### src/rtl/ssm_pkg.sv
`timescale 1ns / 1ps
// ----------------------------------------------------------------------------
// ssm_pkg
// Shared types, opcodes and status codes for the stack script machine.
// ----------------------------------------------------------------------------
package ssm_pkg;

   // opcodes
   localparam logic [4:0] OP_ADD   = 5'd0;
   localparam logic [4:0] OP_SUB   = 5'd1;
   localparam logic [4:0] OP_MUL   = 5'd2;
   localparam logic [4:0] OP_DIV   = 5'd3;
   localparam logic [4:0] OP_MOD   = 5'd4;
   localparam logic [4:0] OP_EQ    = 5'd5;
   localparam logic [4:0] OP_NE    = 5'd6;
   localparam logic [4:0] OP_GT    = 5'd7;
   localparam logic [4:0] OP_GE    = 5'd8;
   localparam logic [4:0] OP_LT    = 5'd9;
   localparam logic [4:0] OP_LE    = 5'd10;
   localparam logic [4:0] OP_AND   = 5'd11;
   localparam logic [4:0] OP_OR    = 5'd12;
   localparam logic [4:0] OP_XOR   = 5'd13;
   localparam logic [4:0] OP_SAR   = 5'd14;
   localparam logic [4:0] OP_SHL   = 5'd15;
   localparam logic [4:0] OP_NEG   = 5'd16;
   localparam logic [4:0] OP_NOT   = 5'd17;
   localparam logic [4:0] OP_PUSH  = 5'd18;
   localparam logic [4:0] OP_JUMP  = 5'd19;
   localparam logic [4:0] OP_BRZ   = 5'd20;
   localparam logic [4:0] OP_POPPC = 5'd21;
   localparam logic [4:0] OP_POPSL = 5'd22;
   localparam logic [4:0] OP_SPILL = 5'd23;
   localparam logic [4:0] OP_TICK  = 5'd24;
   localparam logic [4:0] OP_MASKA = 5'd25;
   localparam logic [4:0] OP_MASKD = 5'd28;

   // status codes
   localparam logic [2:0] ST_CONT  = 3'd0;
   localparam logic [2:0] ST_PC    = 3'd1;
   localparam logic [2:0] ST_WAIT  = 3'd2;
   localparam logic [2:0] ST_DONE  = 3'd3;
   localparam logic [2:0] ST_STACK = 3'd4;
   localparam logic [2:0] ST_DIV0  = 3'd5;

   // register indexes
   localparam logic [2:0] CSR_MASK_A = 3'd0;
   localparam logic [2:0] CSR_MASK_B = 3'd1;
   localparam logic [2:0] CSR_MASK_C = 3'd2;
   localparam logic [2:0] CSR_MASK_D = 3'd3;
   localparam logic [2:0] CSR_SPILL  = 3'd4;

   localparam int SLOT_COUNT = 8;

   typedef struct packed {
      logic [4:0]         cmd;
      logic signed [31:0] operand;
   } req_type;

   typedef struct packed {
      logic [2:0]         status;
      logic signed [31:0] top_value;
      logic [6:0]         stack_depth;
      logic [15:0]        program_counter;
      logic signed [31:0] slot_zero;
   } rsp_type;

   // controller to datapath commands
   typedef struct packed {
      logic       load;     // latch item, start stack reads
      logic       exec;     // evaluate non-divide ops, write back
      logic       div_start;
      logic       div_done_wb; // write quotient/remainder back
      logic       spill_step;  // push one slot
      logic       spill_end;   // finish spill
      logic       load_top;    // register new top value
   } ctl_type;

   // datapath to controller status
   typedef struct packed {
      logic       is_div;
      logic       is_spill;
      logic       div_busy;
      logic       spill_last;
   } sts_type;

endpackage

### src/rtl/ssm_control.sv
`timescale 1ns / 1ps
// ----------------------------------------------------------------------------
// ssm_control
// Sequencer: fetch, execute, divide wait, spill and response handshake.
// ----------------------------------------------------------------------------
module ssm_control (
   input  logic             clock,
   input  logic             reset,
   input  logic             req_valid,
   output logic             req_ready,
   output logic             rsp_valid,
   input  logic             rsp_ready,
   input  ssm_pkg::sts_type sts,
   output ssm_pkg::ctl_type ctl
);
   typedef enum logic [2:0] {
      S_IDLE, S_EXEC, S_DIVW, S_DIVWB, S_SPILL, S_READ, S_TOP, S_RESP
   } state_type;

   state_type state_ff;
   logic      rsp_valid_ff;

   assign req_ready = state_ff == S_IDLE;
   assign rsp_valid = rsp_valid_ff;

   always_comb begin
      ctl = '0;
      case (state_ff)
         S_IDLE:  ctl.load = req_valid;
         S_EXEC:  begin
            ctl.exec      = 1'b1;
            ctl.div_start = sts.is_div;
         end
         S_DIVWB: ctl.div_done_wb = 1'b1;
         S_SPILL: begin
            ctl.spill_step = 1'b1;
            ctl.spill_end  = sts.spill_last;
         end
         S_TOP:   ctl.load_top = 1'b1;
         default: ;
      endcase
   end

   // S_READ re-reads the top entry once the last write has landed
   always_ff @(posedge clock) begin
      if (reset) begin
         state_ff     <= S_IDLE;
         rsp_valid_ff <= 1'b0;
      end else begin
         case (state_ff)
            S_IDLE:  if (req_valid) state_ff <= S_EXEC;
            S_EXEC:  begin
               if (sts.is_div)        state_ff <= S_DIVW;
               else if (sts.is_spill) state_ff <= S_SPILL;
               else                   state_ff <= S_READ;
            end
            S_DIVW:  if (!sts.div_busy) state_ff <= S_DIVWB;
            S_DIVWB: state_ff <= S_READ;
            S_SPILL: if (sts.spill_last) state_ff <= S_READ;
            S_READ:  state_ff <= S_TOP;
            S_TOP:   begin
               state_ff     <= S_RESP;
               rsp_valid_ff <= 1'b1;
            end
            S_RESP:  if (rsp_ready) begin
               state_ff     <= S_IDLE;
               rsp_valid_ff <= 1'b0;
            end
            default: state_ff <= S_IDLE;
         endcase
      end
   end
endmodule

### config.mk
export PLATFORM = sky130hd
export DESIGN_NAME = ssm_control
export DESIGN_NICKNAME = d
export VERILOG_FILES = /design/src/rtl/ssm_pkg.sv /design/src/rtl/ssm_control.sv
export SDC_FILE = /design/constraint.sdc
export NUM_CORES = 1
export LEC_CHECK = 0
export BUFFER_PORTS_ARGS = -buffer_cell sky130_fd_sc_hd__buf_2
export CORE_AREA = 2 2 39 41
export CTS_CLUSTER_SIZE = 28
export DETAILED_ROUTE_END_ITERATION = 10
export DIE_AREA = 0 0 41 43
export PLACE_DENSITY_LB_ADDON = 0.25
export SETUP_SLACK_MARGIN = 0.05
export SYNTH_ARGS = -nofsm -noshare
export SYNTH_HDL_FRONTEND = slang
export SYNTH_SLANG_ARGS = --single-unit
### constraint.sdc
create_clock -name clock -period 1.1 [get_ports clock]
set_input_delay 0.11 -clock clock [delete_from_list [all_inputs] [get_ports clock]]
set_output_delay 0.11 -clock clock [all_outputs]
set_load 0.01 [all_outputs]
======== After elaboration in Yosys (flattened, before gate mapping) ========
Cells that the tools add are included.
storage, ports and cells
  flip-flop bits (word level) ............. 4
  bits in latches ......................... 0
  memory bits (writable) .................. 0
  bits in read-only memories .............. 0
  input port bits ......................... 8
  logic and storage cells ................. 31
  memories kept ........................... 0
operators by class
  add/sub/neg operators ................... 0
  $mul .................................... 0
  div/mod/pow operators ................... 0
  magnitude comparators ................... 0
  eq/ne operators ......................... 11
  shift operators ......................... 0
  muxes and demuxes ....................... 14
  bitwise gates (word level) .............. 0
  reductions and logical operators ........ 4
operators with widths
  operator              count
  $pmux W3 S8           1
  $mux W3               5
  $eq A3 B3 Y1 const B  4
  $ne A2 B2 Y1 const B  4
  $eq A3 B2 Y1 const B  2
  $mux W1               5
  $mux W2               2
  $reduce_and A4 Y1     1
  $eq A3 B1 Y1 const B  1
  $logic_not A3 Y1      1
  $pmux W1 S2           1
  $reduce_and A2 Y1     1
  $reduce_bool A2 Y1    1

======== Longest topological paths before layout ========
Gate-level depths: netlist (run 1).
  word-level depth ........................ 3
  depth in mapped cells ................... 4

======== Worst setup path before layout (run 1) ========
No wires, ideal clock.
  path kind ............................... register to output
  from .................................... register state_ff[1]
  to ...................................... output ctl[1] (netlist name)
  arrival ................................. 1.061 ns
  path slack .............................. -0.071 ns
  stages on the path, launching flop included .. 4
  path buffers ............................ 1
  cell sequence ........................... dfxtp_1 -> buf_4 -> nor3_1 -> and2_1
RTL lines
  element                   RTL line           text
  start: declaration        ssm_control.sv:20  state_type state_ff;
  start signal: assignment  ssm_control.sv:47  state_ff <= S_IDLE;
  start signal: assignment  ssm_control.sv:51  S_IDLE: if (req_valid) state_ff <= S_EXEC;
  start signal: assignment  ssm_control.sv:53  if (sts.is_div) state_ff <= S_DIVW;
  end: declaration          ssm_control.sv:14  output ssm_pkg::ctl_type ctl

======== Worst setup path in the final report (run 1) ========
  from .................................... register state_ff[1]
  to ...................................... register state_ff[0]
between the ends
  longest elaborated chain between the ends .. 3
  elaborated cells on any way between the ends .. 14
  classes of those cells .................. eq/ne (11); mux (1); reduce/logical (2)
ends and longest elaborated chain
  element                               RTL line           text
  $eq A3 B2 Y1 (tied with other cells)  ssm_control.sv:50  case (state_ff)
  $ne A2 B2 Y1 (no source line)         --
  $reduce_and A4 Y1 (no source line)    --
Several ways; a longest one is shown, not always the timed one.
A chain may end at the register's enable or synchronous reset.

==> flow_summary.yaml, run 1 <==
placement:
  pre_cts_ws_ns: -0.0244
  io_buffers: 16
  dpl-instance-area_sq_um: 417
  hpwl_um: 560
  gp_congestion: 0.628
critical_path:
  cp_max_fo: 6
  cp-start-kind: "register"
  rrSetupSlack_ns: -0.11
  worstPathArrival_ns: 1.36
  worstPathRequired_ns: 1.26
  setup.worst_path.class: "register to register"
  cp-end-kind: "register"
detailed_routing:
  drtIter0Drc: 5
  wire_per_inst_um: 10.1
  viasPerCell: 4.46
  wl_um: 846
  drcViolationCount: 0
  num_vias: 375
  drtAntennaViolNets: 0
  first_pass_iters: 4
sta:
  min_period_over_period: 1.10
  grt_setup_unrepaired: "true"
  fin_crit_ns: 1.21
  hold_viol_final: 0
  worst-slew-pin-transition_ns: 0.169
  maxSlewViolCount: 0
  setup_slack_ns: -0.105
  fmax_ghz: 0.830
  relSlewSlack: 0.887
  clock_skew_ns: 0.00266
  setup_viol_count_final: 7
hold_path:
  holdCritPathClass: "primary input to register"
final_layout:
  final_cell_mix: "16 x buf_2, 7 x buf_6, 7 x buf_4, 3 x nand2_1, 3 x clkbuf_4"
  finalInstanceArea_sq_um: 572
  drive_gt1_frac: 0.662
  nets: 78
  final_common_cell: "buf_2"
  area_delta_synth_final_pct: 101
  antenna_cells: 0
  post-route-util: 0.413
global_route:
  grt-ovfl-total: 0
  track_usage: 0.114
  grt_pass1_vias: 328
  grt_pass1_wl_um: 1300
  antenna_found_initial: 0
  grt_max_degree: 7
cts:
  cts_max_level: 1
  cts_tree: "built"
  clock_path_buffers: 2
  clk_transition_reported_paths_ns: 0.04
  root_buffer: "clkbuf_4"
  clock-sinks: 4
  cts_buffers: 3
  hold_buffers: 0
  insertion_delay_ns: 0.23
floorplanning:
  core-area_sq_mm: 0.00138
  dieArea_sq_mm: 0.00176
  die_w_um: 41
  initial_core_util: 0.205
  die_y_um: 43
  placementRows: 14
  io_pins: 17
synth:
  ys_warn_count: 0
  synthCells: 38
  ys_ff_latch: 4
  avgSynthCellArea_sq_um: 7.47
  syn_area_sq_um: 284
  synth_cell_types: 21
  synth.yosys.seq_area_share: 0.282
  syn_nets: 46
pwr:
  p_leak_nw: 0.280
  irDropWorstVdd_mv: 0.554
  power.density_mw_per_mm2: 1180
run:
  maxCapViolations: 0
status:
  failed_checks: "setup timing"
  status: "finished, violations left"
-- cell usage after synthesis --
| cell | number | area, sq um |
|---|---|---|
| a21oi_1 | 4 | 20.0 |
| nand2_1 | 3 | 11.3 |
| buf_4 | 1 | 7.51 |
| nor3b_1 | 2 | 15.0 |
| and3_1 | 1 | 6.26 |
| nor2b_1 | 2 | 12.5 |
| clkbuf_1 | 1 | 3.75 |
| inv_1 | 3 | 11.3 |
| nor2_1 | 1 | 3.75 |
| and2_1 | 2 | 12.5 |
| nor3_1 | 3 | 15.0 |
| or2_1 | 1 | 6.26 |
| nand3_1 | 1 | 5.00 |
| nand2b_1 | 2 | 12.5 |
| buf_6 | 1 | 11.3 |
| mux2_2 | 1 | 11.3 |
| o21ai_0 | 2 | 10.0 |
| o221ai_1 | 1 | 8.76 |
| a41o_1 | 1 | 10.0 |
| a311o_1 | 1 | 10.0 |
| dfxtp_1 | 4 | 80.1 |
-- layout make-up --
class,instances,area [sq um]
Sequential cell,4,88.8
Tap cell,16,20.0
Multi-Input combinational cell,28,215
Fill cell,148,812
Inverter,3,13.8
Timing Repair Buffer,30,211
Clock buffer,3,22.5
-- what timing repair did --
action | in CTS | in global routing
setup endpoints to repair | 10 | 11
gates cloned | 0 | 0
gates resized for setup | 17 | 7
setup buffers | 8 | 0
pin swaps | 6 | 0
-- state kept, by name, indices dropped and copies added (netlist names) --
signal and flops:
state_ff 3, rsp_valid 1
-- stage by stage --
stage          setup TNS (ns)  power [mW]  hold WS, ns  std cells
2_1_floorplan               0       0.304        0.179         38
3_3_place_gp          -0.0617       0.393        0.337         73
3_5_place_dp          -0.0280       0.391        0.330         73
4_1_cts                -0.517       0.663       0.0786         84
5_1_grt                 -1.05       0.738       0.0955         84
6_report               -0.460       0.676       0.0888         84
-- routing by layer --
layer / up-vias / global-route usage / wire length, um
met1: 169 / 0.116 / 372
met2: 14 / 0.175 / 405
met4: 0 / 0.0600 / 0
met5: - / 0 / 0
met3: 0 / 0.0628 / 68
li1: 192 / - / -
-- worst paths after layout --
check / endpoint / cells after the start / start
setup / recovery: state_ff[0]$_SDFFE_PP0P_ / 5 / state_ff[1]$_SDFFE_PP0P_
hold / removal: state_ff[1]$_SDFFE_PP0P_ / 2 / reset
setup reg to reg: state_ff[0]$_SDFFE_PP0P_ / 5 / state_ff[1]$_SDFFE_PP0P_
hold reg to reg: rsp_valid$_SDFFE_PP0P_ / 2 / rsp_valid$_SDFFE_PP0P_
-- worst max-delay path, cell delays in order, from the launching register on --
cell	delay (ns)
dfxtp_4	0.38
buf_2	0.15
buf_4	0.11
nand2b_1	0.05
a311o_1	0.31
a21oi_1	0.13
-- logic make-up (layout without fill, tap and decap cells) --
kind of cell / after synthesis / after routing / synth area share
DFF: 4 / 4 / 0.282
and+or+nand+nor: 18 / 18 / 0.352
buffers and inverters: 6 / 36 / 0.119
AOI/OAI and AO/OA: 9 / 9 / 0.207
muxes: 1 / 1 / 0.0396
-- power by group --
part / switching [mW] / internal, mW / leakage (nW)
sequential: 0.0248 / 0.164 / 0.0345
combinational: 0.130 / 0.181 / 0.232
clock: 0.0542 / 0.122 / 0.0138
total: 0.209 / 0.466 / 0.280
Power figures use the tool's default switching activity.
==> run 2: changes to the inputs <==
RECOVER_POWER = 50   (was not set)
==> flow_summary.yaml, run 2 (same netlist as run 1, synthesis figures left out) <==
sta:
  setup_viol_count_final: 7
  hold_viol_final: 0
  min_period_over_period: 1.10
  fin_crit_ns: 1.21
  finalSetupTns_ns: -0.459
  maxSlewViolCount: 0
  setup_slack_ns: -0.105
  whs_ns: 0.0888
  fmax_ghz: 0.830
  clock_skew_ns: 0.00266
  grt_setup_unrepaired: "true"
  worst-slew-pin-transition_ns: 0.169
  relSlewSlack: 0.887
detailed_routing:
  wl_um: 846
  drtAntennaViolNets: 0
  drtIter0Drc: 5
  drcViolationCount: 0
  first_pass_iters: 4
  wire_per_inst_um: 10.1
  viasPerCell: 4.46
  num_vias: 375
pwr:
  p_leak_nw: 0.276
  irDropWorstVdd_mv: 0.554
  p_comb_frac: 0.461
  seqPwrFrac: 0.279
  p_int_uw: 466
  clock_power_share: 0.260
  netSwitchingFraction: 0.310
  power.density_mw_per_mm2: 1180
  p_sw_uw: 209
  p_total_uw: 675
floorplanning:
  initial_core_util: 0.205
  dieArea_sq_mm: 0.00176
  die_y_um: 43
  io_pins: 17
  placementRows: 14
  core-area_sq_mm: 0.00138
  die_w_um: 41
critical_path:
  cp_max_fo: 6
  cp-start-kind: "register"
  r2r-start: "state_ff[1]$_SDFFE_PP0P_"
  cp-end-kind: "register"
  setup.worst_path.class: "register to register"
  reg2reg_depth: 5
  rrSetupSlack_ns: -0.11
  cp-endpoint: "state_ff[0]$_SDFFE_PP0P_"
  startpoint: "state_ff[1]$_SDFFE_PP0P_"
  worstPathRequired_ns: 1.26
  reg2reg_to: "state_ff[0]$_SDFFE_PP0P_"
  worstPathArrival_ns: 1.36
cts:
  clock_path_buffers: 2
  root_buffer: "clkbuf_4"
  insertion_delay_ns: 0.23
  cts_tree: "built"
  clock-sinks: 4
  cts_buffers: 3
  clk_transition_reported_paths_ns: 0.04
  cts_max_level: 1
global_route:
  grt-ovfl-total: 0
  grt_pass1_vias: 328
  antenna_found_initial: 0
  grt_max_degree: 7
  grt_pass1_wl_um: 1300
  track_usage: 0.114
placement:
  dp_cells: 73
  pre_cts_ws_ns: -0.0244
  io_buffers: 16
  gp_congestion: 0.628
  hpwl_um: 560
final_layout:
  antenna_cells: 0
  nets: 78
  area_delta_synth_final_pct: 101
  regMostFlops: "state_ff"
  final_common_cell: "buf_2"
  final_cell_mix: "15 x buf_2, 7 x buf_6, 7 x buf_4, 3 x nand2_1, 3 x clkbuf_4"
  fin_cells: 84
  largest_register_ffs: 3
  drive_gt1_frac: 0.647
status:
  failed_checks: "setup timing"
  status: "finished, violations left"
run:
  maxCapViolations: 0
hold_path:
  holdCritPathClass: "primary input to register"
-- run 2: changes by cell type in the layout (fill, tap and decap cells not counted) --
cell	before	now
buf_2	16	15
clkbuf_1	0	1
-- run 2: layout make-up --
| class | count | area, sq um |
|---|---|---|
| tap | 16 | 20.0 |
| inverter | 3 | 13.8 |
| multi-input combinational | 28 | 215 |
| fill | 149 | 813 |
| clock buffer | 3 | 22.5 |
| sequential | 4 | 88.8 |
| timing repair buffer | 30 | 210 |
-- run 2: what timing repair did --
action | CTS | global route
hold buffers | 0 | 0
gates resized for setup | 17 | 7
buffers inserted | 8 | 0
pin swaps | 6 | 0
setup endpoints to repair | 10 | 11
-- run 2: stage by stage --
step                      utilization  area, sq um
after global placement          0.301          417
after detailed placement        0.301          417
final                           0.412          571
after floorplan                     -          294
after CTS                       0.395          547
after global routing            0.412          571
-- run 2: worst min path at each step --
stage | startpoint | to | slack, ns | cells after the start
floorplan | reset | rsp_valid$_SDFFE_PP0P_ | 0.18 | 1
global placement | reset | state_ff[1]$_SDFFE_PP0P_ | 0.34 | 2
detailed placement | reset | state_ff[0]$_SDFFE_PP0P_ | 0.33 | 2
CTS | reset | state_ff[0]$_SDFFE_PP0P_ | 0.08 | 2
global route | reset | state_ff[1]$_SDFFE_PP0P_ | 0.1 | 2
finish | reset | state_ff[1]$_SDFFE_PP0P_ | 0.09 | 2
-- run 2: routing by layer --
metal / wire (um) / global-route usage
met1: 371 / 0.116
met2: 406 / 0.175
met3: 68 / 0.0628
met4: 0 / 0.0600
met5: 0 / 0
-- run 2: worst max-delay path, stage by stage (launching register included) --
cell	delay (ns)
dfxtp_4	0.38
buf_2	0.15
buf_4	0.11
nand2b_1	0.05
a311o_1	0.31
a21oi_1	0.13
-- run 2: power by group through the flow --
| stage | sequential, mW | combinational, mW | clock [mW] |
|---|---|---|---|
| global route | 0.189 | 0.346 | 0.202 |
| finish | 0.188 | 0.311 | 0.176 |
| detailed placement | 0.185 | 0.205 | 0 |
| global placement | 0.186 | 0.207 | 0 |
| floorplan | 0.173 | 0.132 | 0 |
| CTS | 0.187 | 0.291 | 0.185 |
